### config.mk
export PLATFORM = sky130hd
export DESIGN_NAME = frame_pacing_timer_core
export DESIGN_NICKNAME = d
export VERILOG_FILES = /design/src/hw/rtl/fpt_pkg.sv /design/src/hw/rtl/frame_pacing_timer_core.sv /design/src/hw/rtl/fpt_cell.sv /design/src/hw/rtl/fpt_window.sv /design/src/hw/rtl/fpt_period_div.sv
export VERILOG_INCLUDE_DIRS = /design/src /design/src/hw/rtl
export SDC_FILE = /design/constraint.sdc
export NUM_CORES = 1
export LEC_CHECK = 0
export BUFFER_PORTS_ARGS = -buffer_cell sky130_fd_sc_hd__buf_2
export CAP_MARGIN = 15
export CORE_MARGIN = 3
export CORE_UTILIZATION = 55
export DETAILED_ROUTE_END_ITERATION = 7
export PLACE_DENSITY = 0.74
export SLEW_MARGIN = 10
export SYNTH_ARGS = -nofsm -noshare
export SYNTH_HDL_FRONTEND = slang
export SYNTH_SLANG_ARGS = --single-unit
### constraint.sdc
create_clock -name clk -period 5.5 [get_ports clk]
set_clock_uncertainty 0.1 [all_clocks]
set_input_delay 0.55 -clock clk [delete_from_list [all_inputs] [get_ports clk]]
set_output_delay 0.55 -clock clk [all_outputs]
set_load 0.01 [all_outputs]
### src/hw/rtl/frame_pacing_timer_core_defines.svh
// ----------------------------------------------------------------------------
// frame pacing timer assertion macros
// shared check helpers for the pacing core; empty when SYNTHESIS is defined
// ----------------------------------------------------------------------------
`ifndef FRAME_PACING_TIMER_CORE_DEFINES_SVH
`define FRAME_PACING_TIMER_CORE_DEFINES_SVH

`ifndef SYNTHESIS

// condition that must hold at every edge out of reset
`define FPT_ASSERT_ALWAYS(lbl, cond, msg) \
  lbl: assert property (@(posedge clk) disable iff (rst) (cond)) else $error(msg);

// consequent in the cycle after the trigger
`define FPT_ASSERT_NEXT(lbl, trig, cons, msg) \
  lbl: assert property (@(posedge clk) disable iff (rst) (trig) |=> (cons)) else $error(msg);

// consequent in the same cycle as the trigger
`define FPT_ASSERT_SAME(lbl, trig, cons, msg) \
  lbl: assert property (@(posedge clk) disable iff (rst) (trig) |-> (cons)) else $error(msg);

`else

`define FPT_ASSERT_ALWAYS(lbl, cond, msg)
`define FPT_ASSERT_NEXT(lbl, trig, cons, msg)
`define FPT_ASSERT_SAME(lbl, trig, cons, msg)

`endif

`endif

### src/hw/rtl/fpt_pkg.sv
// ----------------------------------------------------------------------------
// frame pacing timer package
// widths, reset constants, register map and shared types
// ----------------------------------------------------------------------------
package fpt_pkg;

  localparam int DUR_W    = 24;
  localparam int FPS_W    = 10;
  localparam int PERIOD_W = 20;
  localparam int BUSY_W   = 3;
  localparam int STEP_W   = 5;

  typedef logic [DUR_W-1:0]    dur_t;
  typedef logic [FPS_W-1:0]    fps_t;
  typedef logic [PERIOD_W-1:0] period_t;
  typedef logic [BUSY_W-1:0]   busy_t;
  typedef logic [STEP_W-1:0]   step_t;

  localparam period_t MICROS_PER_SEC = 20'd1000000;
  localparam fps_t    RESET_FPS      = 10'd15;
  localparam period_t RESET_PERIOD   = 20'd66666;
  localparam busy_t   BUSY_LIMIT     = 3'd3;
  localparam step_t   DIV_STEPS      = 5'd20;

  // command codes
  localparam logic CMD_FRAME_END = 1'b0;
  localparam logic CMD_TICK      = 1'b1;

  // register index as decoded from paddr[2]
  localparam logic REG_FPS = 1'b0;

  typedef struct packed {
    logic busy;
    logic done;
  } div_stat_t;

endpackage

### src/hw/rtl/frame_pacing_timer_core.sv
// ----------------------------------------------------------------------------
// frame_pacing_timer_core
// Moving-average frame pacer. Takes one item per cycle while in_stall is low
// and returns one result per item: the accept cycle shifts a frame end's
// duration into the chain of window cells and updates the running sum, the
// next stage forms the window average by a reciprocal multiply, and the last
// stage applies the tick rule and the busy count. A write of required_fps
// starts a restoring divider for the target period, then every window cell
// is refilled; input is stalled while the divider runs and during the
// refill. No clearing pass after reset.
// ----------------------------------------------------------------------------
`include "frame_pacing_timer_core_defines.svh"

module frame_pacing_timer_core #(
  parameter int WINDOW_SIZE = 8
) (
  input  logic                  clk,
  input  logic                  rst,
  // configuration
  input  logic                  psel,
  input  logic                  penable,
  input  logic                  pwrite,
  input  logic [2:0]            paddr,
  input  logic [31:0]           pwdata,
  output logic [31:0]           prdata,
  output logic                  pready,
  // input items
  input  logic                  in_valid,
  output logic                  in_stall,
  input  logic                  cmd,
  input  fpt_pkg::dur_t         frame_time_us,
  // results
  output logic                  out_valid,
  input  logic                  out_stall,
  output fpt_pkg::dur_t         next_interval_us,
  output logic                  fire_frame,
  output fpt_pkg::dur_t         average_frame_us,
  output fpt_pkg::busy_t        frames_in_flight
);
  import fpt_pkg::*;

  localparam int LOG_W  = $clog2(WINDOW_SIZE);
  localparam int SUM_W  = DUR_W + LOG_W;
  localparam int SHIFT  = SUM_W + LOG_W;
  localparam int PROD_W = 2 * SUM_W + 1;
  // exact floor division by the window size for every sum of SUM_W bits
  localparam logic [64:0] RECIP_FULL =
    ((65'd1 << SHIFT) + 65'(WINDOW_SIZE) - 65'd1) / 65'(WINDOW_SIZE);
  localparam logic [SUM_W:0] RECIP = RECIP_FULL[SUM_W:0];

  fps_t             required_fps;
  period_t          target_period;
  period_t          div_quot;
  div_stat_t        div_stat;
  logic             cfg_wr;

  logic             in_accept;
  logic             out_ready;
  logic             s2_ready;
  logic             s1_ready;
  logic [SUM_W-1:0] sum_next;

  logic             s1_valid;
  logic             s1_cmd;
  logic [SUM_W-1:0] s1_sum;
  logic [PROD_W-1:0] product;

  logic             s2_valid;
  logic             s2_cmd;
  dur_t             s2_avg;

  dur_t             pacing_interval;
  dur_t             pacing_interval_next;
  busy_t            busy_count;
  busy_t            busy_count_next;
  logic             fire_next;
  logic             end_load;

  // configuration port
  assign pready = 1'b1;
  assign cfg_wr = psel && penable && pwrite && pready && (paddr[2] == REG_FPS);
  assign prdata = (paddr[2] == REG_FPS) ? {{(32-FPS_W){1'b0}}, required_fps} : '0;

  always_ff @(posedge clk) begin
    if (rst) begin
      required_fps  <= RESET_FPS;
      target_period <= RESET_PERIOD;
    end else begin
      if (cfg_wr) begin
        required_fps <= pwdata[FPS_W-1:0];
      end
      if (div_stat.done) begin
        target_period <= div_quot;
      end
    end
  end

  fpt_period_div u_period_div (
    .clk      (clk),
    .rst      (rst),
    .start    (cfg_wr),
    .fps      (pwdata[FPS_W-1:0]),
    .quotient (div_quot),
    .stat     (div_stat)
  );

  // pipeline flow: a stage takes new data when empty or when it drains
  assign out_ready = !out_valid || !out_stall;
  assign s2_ready  = !s2_valid || out_ready;
  assign s1_ready  = !s1_valid || s2_ready;
  assign in_stall  = !s1_ready || div_stat.busy || div_stat.done;
  assign in_accept = in_valid && !in_stall;

  fpt_window #(
    .WINDOW_SIZE (WINDOW_SIZE),
    .SUM_W       (SUM_W)
  ) u_window (
    .clk      (clk),
    .rst      (rst),
    .push     (in_accept && (cmd == CMD_FRAME_END)),
    .refill   (div_stat.done),
    .dur      (frame_time_us),
    .target   (div_quot),
    .sum_next (sum_next)
  );

  // stage 1: sum after the item
  always_ff @(posedge clk) begin
    if (rst) begin
      s1_valid <= 1'b0;
    end else if (s1_ready) begin
      s1_valid <= in_accept;
    end
  end

  always_ff @(posedge clk) begin
    if (s1_ready && in_accept) begin
      s1_cmd <= cmd;
      s1_sum <= sum_next;
    end
  end

  // stage 2: window average
  assign product = PROD_W'(s1_sum) * PROD_W'(RECIP);

  always_ff @(posedge clk) begin
    if (rst) begin
      s2_valid <= 1'b0;
    end else if (s2_ready) begin
      s2_valid <= s1_valid;
    end
  end

  always_ff @(posedge clk) begin
    if (s2_ready && s1_valid) begin
      s2_cmd <= s1_cmd;
      s2_avg <= product[SHIFT +: DUR_W];
    end
  end

  // stage 3: pacing rule and busy count
  always_comb begin
    pacing_interval_next = pacing_interval;
    busy_count_next      = busy_count;
    fire_next            = 1'b0;
    if (s2_cmd == CMD_TICK) begin
      if (s2_avg > DUR_W'(target_period)) begin
        pacing_interval_next = s2_avg >> 1;
      end else begin
        pacing_interval_next = DUR_W'(target_period);
      end
      if (busy_count <= BUSY_LIMIT) begin
        busy_count_next = busy_count + busy_t'(1);
        fire_next       = 1'b1;
      end
    end else if (busy_count != '0) begin
      busy_count_next = busy_count - busy_t'(1);
    end
  end

  always_ff @(posedge clk) begin
    if (rst) begin
      out_valid       <= 1'b0;
      pacing_interval <= DUR_W'(RESET_PERIOD);
      busy_count      <= '0;
    end else if (out_ready) begin
      out_valid <= s2_valid;
      if (s2_valid) begin
        pacing_interval <= pacing_interval_next;
        busy_count      <= busy_count_next;
      end
    end
  end

  always_ff @(posedge clk) begin
    if (out_ready && s2_valid) begin
      next_interval_us <= pacing_interval_next;
      fire_frame       <= fire_next;
      average_frame_us <= s2_avg;
      frames_in_flight <= busy_count_next;
    end
  end

  // a frame end moving into the output register
  assign end_load = out_ready && s2_valid && (s2_cmd == CMD_FRAME_END);

  `FPT_ASSERT_ALWAYS(a_busy_bound, busy_count <= BUSY_LIMIT + busy_t'(1), "busy count high")
  `FPT_ASSERT_SAME(a_fire_counted, out_valid && fire_frame, frames_in_flight != '0, "empty fire")
  `FPT_ASSERT_NEXT(a_cfg_blocks, cfg_wr, in_stall, "item taken during period update")
  `FPT_ASSERT_NEXT(a_end_no_fire, end_load, !fire_frame, "frame end fired")

endmodule

### src/hw/rtl/fpt_cell.sv
// ----------------------------------------------------------------------------
// fpt_cell
// one duration slot of the window chain; shifts toward the oldest end
// ----------------------------------------------------------------------------
module fpt_cell (
  input  logic         clk,
  input  logic         rst,
  input  logic         shift,
  input  logic         load,
  input  fpt_pkg::dur_t shift_in,
  input  fpt_pkg::dur_t load_val,
  output fpt_pkg::dur_t val
);
  import fpt_pkg::*;

  always_ff @(posedge clk) begin
    if (rst) begin
      val <= DUR_W'(RESET_PERIOD);
    end else if (load) begin
      val <= load_val;
    end else if (shift) begin
      val <= shift_in;
    end
  end

endmodule

### src/hw/rtl/fpt_window.sv
// ----------------------------------------------------------------------------
// fpt_window
// chain of duration cells with the running sum of their contents
// ----------------------------------------------------------------------------
module fpt_window #(
  parameter int WINDOW_SIZE = 8,
  parameter int SUM_W       = 27
) (
  input  logic             clk,
  input  logic             rst,
  input  logic             push,
  input  logic             refill,
  input  fpt_pkg::dur_t    dur,
  input  fpt_pkg::period_t target,
  output logic [SUM_W-1:0] sum_next
);
  import fpt_pkg::*;

  dur_t             vals [WINDOW_SIZE];
  logic [SUM_W-1:0] sum;

  for (genvar i = 0; i < WINDOW_SIZE; i++) begin : g_cell
    dur_t chain_in;
    if (i == 0) begin : g_head
      assign chain_in = dur;
    end else begin : g_link
      assign chain_in = vals[i-1];
    end
    fpt_cell u_cell (
      .clk      (clk),
      .rst      (rst),
      .shift    (push),
      .load     (refill),
      .shift_in (chain_in),
      .load_val (DUR_W'(target)),
      .val      (vals[i])
    );
  end

  // last cell holds the oldest duration
  always_comb begin
    if (push) begin
      sum_next = sum - SUM_W'(vals[WINDOW_SIZE-1]) + SUM_W'(dur);
    end else begin
      sum_next = sum;
    end
  end

  always_ff @(posedge clk) begin
    if (rst) begin
      sum <= SUM_W'(RESET_PERIOD) * SUM_W'(WINDOW_SIZE);
    end else if (refill) begin
      sum <= SUM_W'(target) * SUM_W'(WINDOW_SIZE);
    end else begin
      sum <= sum_next;
    end
  end

endmodule

### src/hw/rtl/fpt_period_div.sv
// ----------------------------------------------------------------------------
// fpt_period_div
// restoring divider, one quotient bit per cycle: 1000000 / fps
// ----------------------------------------------------------------------------
module fpt_period_div (
  input  logic                 clk,
  input  logic                 rst,
  input  logic                 start,
  input  fpt_pkg::fps_t        fps,
  output fpt_pkg::period_t     quotient,
  output fpt_pkg::div_stat_t   stat
);
  import fpt_pkg::*;

  step_t          cnt;
  fps_t           divisor;
  logic [FPS_W-1:0] rem;
  logic [FPS_W:0]   trial;
  logic             ge;
  logic [FPS_W:0]   diff;
  logic             done;

  // quotient register starts as the dividend and shifts quotient bits in
  always_comb begin
    trial = {rem, quotient[PERIOD_W-1]};
    ge    = trial >= {1'b0, divisor};
    diff  = trial - {1'b0, divisor};
  end

  assign stat = {cnt != '0, done};

  always_ff @(posedge clk) begin
    if (rst) begin
      cnt  <= '0;
      done <= 1'b0;
    end else if (start) begin
      cnt  <= DIV_STEPS;
      done <= 1'b0;
    end else begin
      done <= cnt == step_t'(1);
      if (cnt != '0) begin
        cnt <= cnt - step_t'(1);
      end
    end
  end

  always_ff @(posedge clk) begin
    if (start) begin
      divisor  <= (fps == '0) ? fps_t'(1) : fps;
      rem      <= '0;
      quotient <= MICROS_PER_SEC;
    end else if (cnt != '0) begin
      rem      <= ge ? diff[FPS_W-1:0] : trial[FPS_W-1:0];
      quotient <= {quotient[PERIOD_W-2:0], ge};
    end
  end

endmodule
**Word level (Yosys, flattened, before mapping)**

Cells that the tools add are included.

- Input bits: 67
- Register bits: 430
- Logic and storage cells: 106
- Output and inout port bits: 87

- Mux-type cells: 28
- Reduce and logical (&&, ||, !) cells: 27
- Add/subtract/negate cells: 6
- Magnitude comparators: 3
- Bitwise logic cells: 2
- Equal/unequal tests: 1

Operator list:

| cell | count |
|---|---|
| 20-bit two-way mux | 16 |
| 23-bit two-way mux | 2 |
| 27-bit by 24-bit adder with 27-bit output | 1 |
| 27-bit two-way mux | 1 |
| 27-bit by 24-bit subtractor with 27-bit output | 1 |
| 24-bit by 20-bit greater-than comparator with 1-bit output | 1 |
| 24-bit two-way mux | 1 |
| 10-bit two-way mux | 2 |
| 11-bit by 10-bit greater-or-equal comparator with 1-bit output | 1 |
| 10-bit zero test | 1 |
| 5-bit two-way mux | 2 |
| 10-bit subtractor | 1 |
| 3-bit two-way mux | 3 |
| 1-bit logical AND | 8 |
| 1-bit zero test | 6 |
| 5-bit by 1-bit equality test with 1-bit output, second input constant | 1 |
| 1-bit logical OR | 5 |
| 5-bit nonzero test | 1 |
| 5-bit by 1-bit subtractor with 5-bit output, second input constant | 1 |
| 2-bit nonzero test | 2 |
| 2-bit OR reduction | 2 |
| 3-bit by 1-bit adder with 3-bit output, second input constant | 1 |
| 3-bit by 2-bit <= comparator with 1-bit output, second input constant | 1 |
| 3-bit nonzero test | 1 |
| other kinds (4) | 5 |

**Longest topological paths before layout**

Gate-level depths: netlist of run 1.

- Depth in word-level cells: 12
- Mapped depth: 13
- Gate-level depth less buffers: 13

**Cells and area by module**

From an unflattened synthesis of run 1, not the netlist that was laid out.

- Cells, all modules: 2,208
- Area total of the unflattened synthesis: 22,327.7 um^2

By module, submodules not included:

| module | cells an instance | seq. area each (um^2) | area an instance (um^2) | times used |
|---|---|---|---|---|
| fpt_cell | 107 | 480.5 | 1,149.9 | 8 |
| frame_pacing_timer_core | 618 | 4,264.1 | 7,233.2 | 1 |
| fpt_window | 454 | 540.5 | 3,444.6 | 1 |
| fpt_period_div | 280 | 1,021.0 | 2,451.1 | 1 |

**Worst setup path after synthesis of run 1**

No wires, ideal clock.

- Kind: input to register
- Start point: in out_stall
- End point: reg pacing_interval[10]
- Slack: 2.128 ns
- Data required time: 5.259 ns
- Path buffers: 2
- Arrival time: 3.130 ns
- Setup time: 0.141 ns
- Stages: 7
- Path through: nand2_1 > and2_1 > clkbuf_1 > nand2_1 > clkbuf_1 > nor4_1 > a221oi_2

- Cells in the longest elaborated chain, start to end: 3

Ends and longest elaborated chain:

| what | line | RTL |
|---|---|---|
| start, declared | frame_pacing_timer_core.sv:34 | `input logic out_stall,` |
| 1-bit zero test | frame_pacing_timer_core.sv:108 | `assign out_ready = !out_valid \|\| !out_stall;` |
| 1-bit logical OR | frame_pacing_timer_core.sv:108 |  |
| 2-bit AND reduction (no line) | n/a |  |
| end signal, assigned | frame_pacing_timer_core.sv:184 | `pacing_interval <= DUR_W'(RESET_PERIOD);` |
| end signal, assigned | frame_pacing_timer_core.sv:189 | `pacing_interval <= pacing_interval_next;` |
| end, declared | frame_pacing_timer_core.sv:72 | `dur_t pacing_interval;` |

No other way between the ends.
A chain may end at the register's enable or synchronous reset.

**Worst setup path in the final report of run 1**

- Start point: reg u_window.sum[3]
- End point: reg s1_sum[25], data pin

- Cells in the longest elaborated chain, start to end: 3

Ends and longest elaborated chain:

| what | line | RTL |
|---|---|---|
| start, declared | fpt_window.sv:20 | `logic [SUM_W-1:0] sum;` |
| start signal, assigned | fpt_window.sv:51 | `sum <= SUM_W'(RESET_PERIOD) * SUM_W'(WINDOW_SIZE);` |
| start signal, assigned | fpt_window.sv:53 | `sum <= SUM_W'(target) * SUM_W'(WINDOW_SIZE);` |
| start signal, assigned | fpt_window.sv:55 | `sum <= sum_next;` |
| 27-bit by 24-bit subtractor with 27-bit output | fpt_window.sv:43 | `sum_next = sum - SUM_W'(vals[WINDOW_SIZE-1]) + SUM_W'(dur);` |
| 27-bit by 24-bit adder with 27-bit output | fpt_window.sv:43 |  |
| 27-bit two-way mux | fpt_window.sv:42 | `if (push) begin` |
| via sum_next[25] | frame_pacing_timer_core.sv:61 | `logic [SUM_W-1:0] sum_next;` |
| end signal, assigned | frame_pacing_timer_core.sv:139 | `s1_sum <= sum_next;` |
| end, declared | frame_pacing_timer_core.sv:65 | `logic [SUM_W-1:0] s1_sum;` |

The timed path passes the listed nets, and every way through them passes these cells.

==> qor.csv, run 1 <==
metric,value,unit
status,completed,
Final min period,3.55,ns
die area,0.0375,mm²
R2R depth,11,
final net count,2375,
crit-path max FO,6,
post-synthesis sequential area ratio,0.499,
measured slew at the worst slew-check pin,1.14,ns
Crit path max-delay family,compound AO/OA/AOI/OAI gates,
most frequent cells in the layout,"481 x nand2_1, 314 x dfxtp_1, 149 x inv_1",
Worst Hold Path Cells,1,
Antenna Cells,0,
Antenna Nets Post-Route,0,
unrepaired setup endpoints after global routing,false,
Final Max Slew Viols,0,
#FFs+latches synth,427,
HP Class,input pin to flip-flop,
initial antenna violation count,1,
Worst path slowest cell,o311ai_1,
DRC violations left,0,
PortBufs,106,
Congestion Overflow GR,0,
hold buffers post-CTS,0,
Post-CTS Repair Setup Buffers,0,
"setup slack, reg-to-reg",1.95,ns
hold endpoint,u_period_div.divisor[8],
Buf/Inv on CP,2,
CP startpoint kind,flip-flop,
asr flop ratio synth,0,
Netlist cell types,73,
Total GRT Usage,0.220,
total negative setup slack,0,ns
maximum number of pins on one net before global-route repair,94,
fmax,0.282,GHz
max incr delay on CP,0.61,ns
share of layout cells above drive strength 1,0.105,
Worst-Skew Late Latency,0.55,ns
TritonCTS buffer count,43,
PwrDens,533,mW/mm²
Peak supply drop,0.295,mV
vias in the first global route,13800,
Worst Path Required,5.65,ns
GP Congestion,0.841,
area delta synth->final,11.3,%
Synth Cell Area,0.0194,mm²
"Reg clk slew, reported paths",0.06,ns
die outline width,194,µm
WS Path Type,flip-flop to flip-flop,
"Top FF cell, synth",dfxtp_1,
clock sink total,427,
placed wire-length estimate,28900,µm
clk root buf,clkbuf_16,
Ys Warns,0,
CP arrival,3.70,ns
average wire per standard cell,15.9,µm
number of enable flip-flop cells after synthesis,112,
CTS Buffer Depth,3,
static leakage power,0.00868,µW
Final Cycle Share,0.645,
r2r startpoint,u_window.sum[3],
final hold violation count,0,
Final Core Density,0.623,
crit-path most repeated cell,inv_1,
Vias,15200,
"Design Area, Final",0.0216,mm²
final worst slack,1.95,ns
pre-CTS setup slack,1.58,ns
post-cts sizing count,0,
hold wc startpoint,pwdata[8],
"Cell Chain, Critical Path","inv_1, fa_1, inv_1, ha_1, a211oi_1, o21ai_0, nand4b_1, o211ai_1, o311ai_1, or4_1, nand3_1",
Finish-stage setup viols,0,
max_cap viols,0,
Mapped Avg Cell Area,8.89,µm²
Core Box Area,0.0346,mm²
I/O pins,154,
headroom to the max-slew limit,0.233,
initial DRC count,1096,
first-pass GRT wire length,69900,µm
reg-to-reg endpoint,s1_sum[25],
CP endpoint kind,flip-flop,
DRT Pass-1 Iters,7,
initial core utilization,0.560,
H-tree depth,2,
"commonest non-fill, non-tap cell in the layout",nand2_1,
Post-Synthesis Cells,2181,
Vias per Instance,5.61,
Die Span Y,194,µm
CTS tree,built,
site row count,68,
Placed Area,0.0200,mm²
Total Wirelength,43100,µm
==> synthesized netlist by cell type, types with 3 or more instances <==
cell type | count | area [µm²]
nand2_1 | 481 | 1810
dfxtp_1 | 315 | 6310
inv_1 | 150 | 563
a21oi_1 | 138 | 691
nor2_1 | 129 | 484
a31oi_1 | 120 | 751
edfxtp_1 | 112 | 3360
o21ai_0 | 107 | 536
clkbuf_1 | 100 | 375
ha_1 | 62 | 776
and3_1 | 46 | 288
mux2i_1 | 43 | 430
a211oi_1 | 32 | 240
nor3_1 | 28 | 140
fa_1 | 25 | 500
buf_4 | 23 | 173
nand3_1 | 20 | 100
nor2b_1 | 19 | 119
a21o_1 | 18 | 135
buf_1 | 18 | 67.6
buf_2 | 18 | 90.1
xnor2_1 | 16 | 140
nand4_1 | 14 | 87.6
o211ai_1 | 10 | 75.1
o21a_1 | 10 | 75.1
xor2_1 | 10 | 87.6
nor4_1 | 9 | 56.3
o21ai_1 | 9 | 45.0
nand2b_1 | 6 | 37.5
o21bai_1 | 6 | 45.0
a221oi_2 | 5 | 75.1
and2_1 | 5 | 31.3
a221oi_1 | 4 | 35.0
mux2_2 | 4 | 45.0
nor3b_1 | 4 | 30.0
or2_2 | 4 | 25.0
or4_1 | 4 | 30.0
a2111oi_0 | 3 | 26.3
a211oi_2 | 3 | 37.5
a21boi_0 | 3 | 22.5
o31ai_1 | 3 | 22.5
==> layout make-up <==
type	instances	area, µm²
inverters	151	569
repair buffers	136	771
well taps	455	569
flip-flops and latches	427	9670
clock inverters	21	298
multi-input cells	1462	8500
clock buffers	58	1200
fillers	2896	13000
==> cells by family (layout without fill, tap and decap cells) <==
group	after synthesis	count (layout)	synth area share
mux	48	48	0.0251
flops	427	427	0.499
simple gates	781	781	0.173
other cells	2	23	0.000387
xor+xnor	26	26	0.0117
buf+inv	313	366	0.0678
compound gates	497	497	0.157
fa+ha+maj	87	87	0.0658
==> flip-flops by register name (all words and copies together) (netlist names), named ones only <==
name                        count
busy_count                      3
u_period_div.divisor           10
average_frame_us               24
s2_avg                         24
out_valid                       1
s2_cmd                          1
u_window.sum                   24
fire_frame                      1
u_period_div.done               1
u_period_div.quotient          20
next_interval_us               24
s1_cmd                          1
s2_valid                        1
u_period_div.cnt                5
s1_valid                        1
s1_sum                         24
required_fps                   10
u_window.g_cell.u_cell.val    192
u_period_div.rem               10
frames_in_flight                3
pacing_interval                24
target_period                  20
==> how the worst max path moves through the flow <==
stage / start / to / slack [ns] / cells after the start
4_1_cts: u_window.sum[3] / s1_sum[25] / 1.96 / 11
3_5_place_dp: frame_time_us[8] / s1_sum[21] / 1.58 / 12
5_1_grt: u_period_div.cnt[0] / s1_sum[8] / 1.73 / 10
2_1_floorplan: out_stall / pacing_interval[10] / 2.13 / 7
6_report: u_window.sum[3] / s1_sum[25] / 1.95 / 11
3_3_place_gp: frame_time_us[1] / s1_sum[25] / 1.64 / 12
==> where the power goes <==
group	switching [µW]	leakage, µW	internal [µW]
combinational	2480	0.00435	1540
clock	1240	0.000736	1840
sequential	421	0.00359	3970
==> metal layers <==
| layer | global-route usage | share of wire |
|---|---|---|
| met1 | 0.318 | 0.46 |
| met2 | 0.355 | 0.46 |
| met3 | 0.0292 | 0.053 |
| met4 | 0.0501 | 0.018 |
| met5 | 0 | 0.00035 |
==> metrics by stage <==
stage / cells / total power, µW / hold slack (ns)
after floorplan: 2202 / 7430 / 0.300
after global placement: 2627 / 8260 / 0.303
after detailed placement: 2627 / 8390 / 0.305
after global routing: 2710 / 12300 / 0.0898
after CTS: 2706 / 11500 / 0.0892
final: 2710 / 11500 / 0.112
Note: power is estimated with default switching activity, not from simulation.
==> run 2, diff against run 1 <==
clock period = 3.6 ns   (was 5.5 ns; I/O delays follow)
==> run 2 against run 1 <==
Count of clock-buffer cells in the layout up 3. Register-to-register slack got worse by 1.6 ns. Cell count up 1.2%. Cell area grew 0.81%. Flip-flop and latch count unchanged. Global-route usage up 0.64 points. First-iteration DRC count is 8.5% lower. Power up 51%. Non-clock buffer count is 30 higher. Via count rose by 0.95%. Largest cell class unchanged. Highest routed layer is now met4.
==> qor.csv, run 2 (synthesis gave the netlist of run 1 again) <==
metric,value,unit
WS Path Type,input pin to flip-flop,
crit-path max FO,8,
max reg flops,192,
maximum number of pins on one net before global-route repair,136,
initial core utilization,0.560,
"Reg clk slew, reported paths",0.06,ns
Antenna Nets Post-Route,0,
DRT Pass-1 Iters,6,
headroom to the max-slew limit,0.256,
clock sink total,427,
site row count,68,
Peak supply drop,0.470,mV
Final Cycle Share,0.951,
Final min period,3.42,ns
DRC violations left,0,
final hold violation count,0,
Crit path max-delay family,simple AND/OR/NAND/NOR gates,
Worst path slowest cell,fa_1,
crit-path most repeated cell,inv_1,
GP Congestion,0.839,
fin cells,2742,
Vias,15300,
clk root buf,clkbuf_16,
first-pass GRT wire length,72100,µm
max incr delay on CP,0.56,ns
CP startpoint kind,input pin,
Core Box Area,0.0346,mm²
TritonCTS buffer count,44,
fill count,2878,
Worst-Skew Late Latency,0.55,ns
fmax,0.292,GHz
CTS tree,built,
die outline width,194,µm
"Most flops, register",u_window.g_cell.u_cell.val,
final net count,2406,
average wire per standard cell,16.0,µm
I/O pins,154,
dpl cells,2641,
Buf/Inv on CP,5,
Die Span Y,194,µm
initial DRC count,1003,
placed wire-length estimate,29700,µm
CP endpoint kind,flip-flop,
vias in the first global route,14100,
max_cap viols,0,
"Cell Chain, Critical Path","dlygate4sd3_1, buf_2, inv_1, fa_1, inv_1, ha_2, and3_1, and2_1, nand4b_1, o211ai_1, o311ai_1, buf_4, or4_1, a31oi_1",
Worst Path Required,3.96,ns
static leakage power,0.00876,µW
unrepaired setup endpoints after global routing,false,
Finish-stage setup viols,0,
hold slack,0.0219,ns
share of layout cells above drive strength 1,0.106,
Total GRT Usage,0.226,
Final Max Slew Viols,0,
"commonest non-fill, non-tap cell in the layout",nand2_1,
CTS Buffer Depth,3,
measured slew at the worst slew-check pin,1.10,ns
Vias per Instance,5.60,
Final Core Density,0.628,
PwrDens,798,mW/mm²
total negative setup slack,0,ns
H-tree depth,2,
Total Wirelength,43900,µm
CP arrival,3.78,ns
Antenna Cells,0,
PortBufs,106,
HP Class,input pin to flip-flop,
area delta synth->final,12.2,%
most frequent cells in the layout,"481 x nand2_1, 314 x dfxtp_1, 149 x inv_1",
die area,0.0375,mm²
initial antenna violation count,0,
Post-CTS Repair Setup Buffers,0,
Congestion Overflow GR,0,
status,completed,
run 2: metrics by stage:
step / total power (µW) / setup slack, ns / area (µm²)
2_1_floorplan: 11400 / 0.410 / 19500
3_3_place_gp: 12800 / 0.144 / 20200
3_5_place_dp: 13000 / 0.148 / 20200
4_1_cts: 17400 / 0.132 / 21700
5_1_grt: 18500 / 0.0250 / 21800
6_report: 17400 / 0.178 / 21800
run 2: path summary, 6_finish.rpt:
path                         start                               end  slack, ns  cells after the start
hold reg to reg             s1_cmd                            s2_cmd       0.32                      0
hold / removal    frame_time_us[9]  u_window.g_cell[0].u_cell.val[9]       0.02                      3
setup reg to reg         flip-flop                  u_window.sum[24]       0.34                     14
setup / recovery  frame_time_us[8]                  u_window.sum[25]       0.18                     14
run 2: per-layer routing:
layer	vias up	routed length, µm	GRT usage
li1	7549	-	-
met1	7313	20400	0.329
met2	428	20400	0.363
met3	59	2540	0.0330
met4	0	660	0.0445
met5	-	0	0
run 2: area by class of cell:
cell class                 count  area (µm²)  share of cell area
sequential                   427        9670               0.445
multi-input combinational   1462        8500               0.391
timing repair buffer         166        1080              0.0498
inverter                     151         569              0.0262
tap                          455         569              0.0262
clock buffer                  61        1190              0.0549
clock inverter                20         163             0.00748
run 2: tightest hold or removal path, delay by kind of cell:
family | cells | cell delay [ns]
AOI/OAI and AO/OA | 1 | 0.07
buffers and inverters | 1 | 0.11
and+or+nand+nor | 1 | 0.05
run 2: power by group:
group	leakage [µW]	total (µW)	internal [µW]	switching (µW)
sequential	0.00359	6730	6070	661
clock	0.000668	4310	2470	1840
combinational	0.00450	6320	2500	3820
run 2: what timing repair did:
action / 4_1_cts / 5_1_grt
hold buffers: 19 / 0
resized for setup: 0 / 2
endpoints found under the hold margin: 28 / 0
setup endpoints to repair: 0 / 3
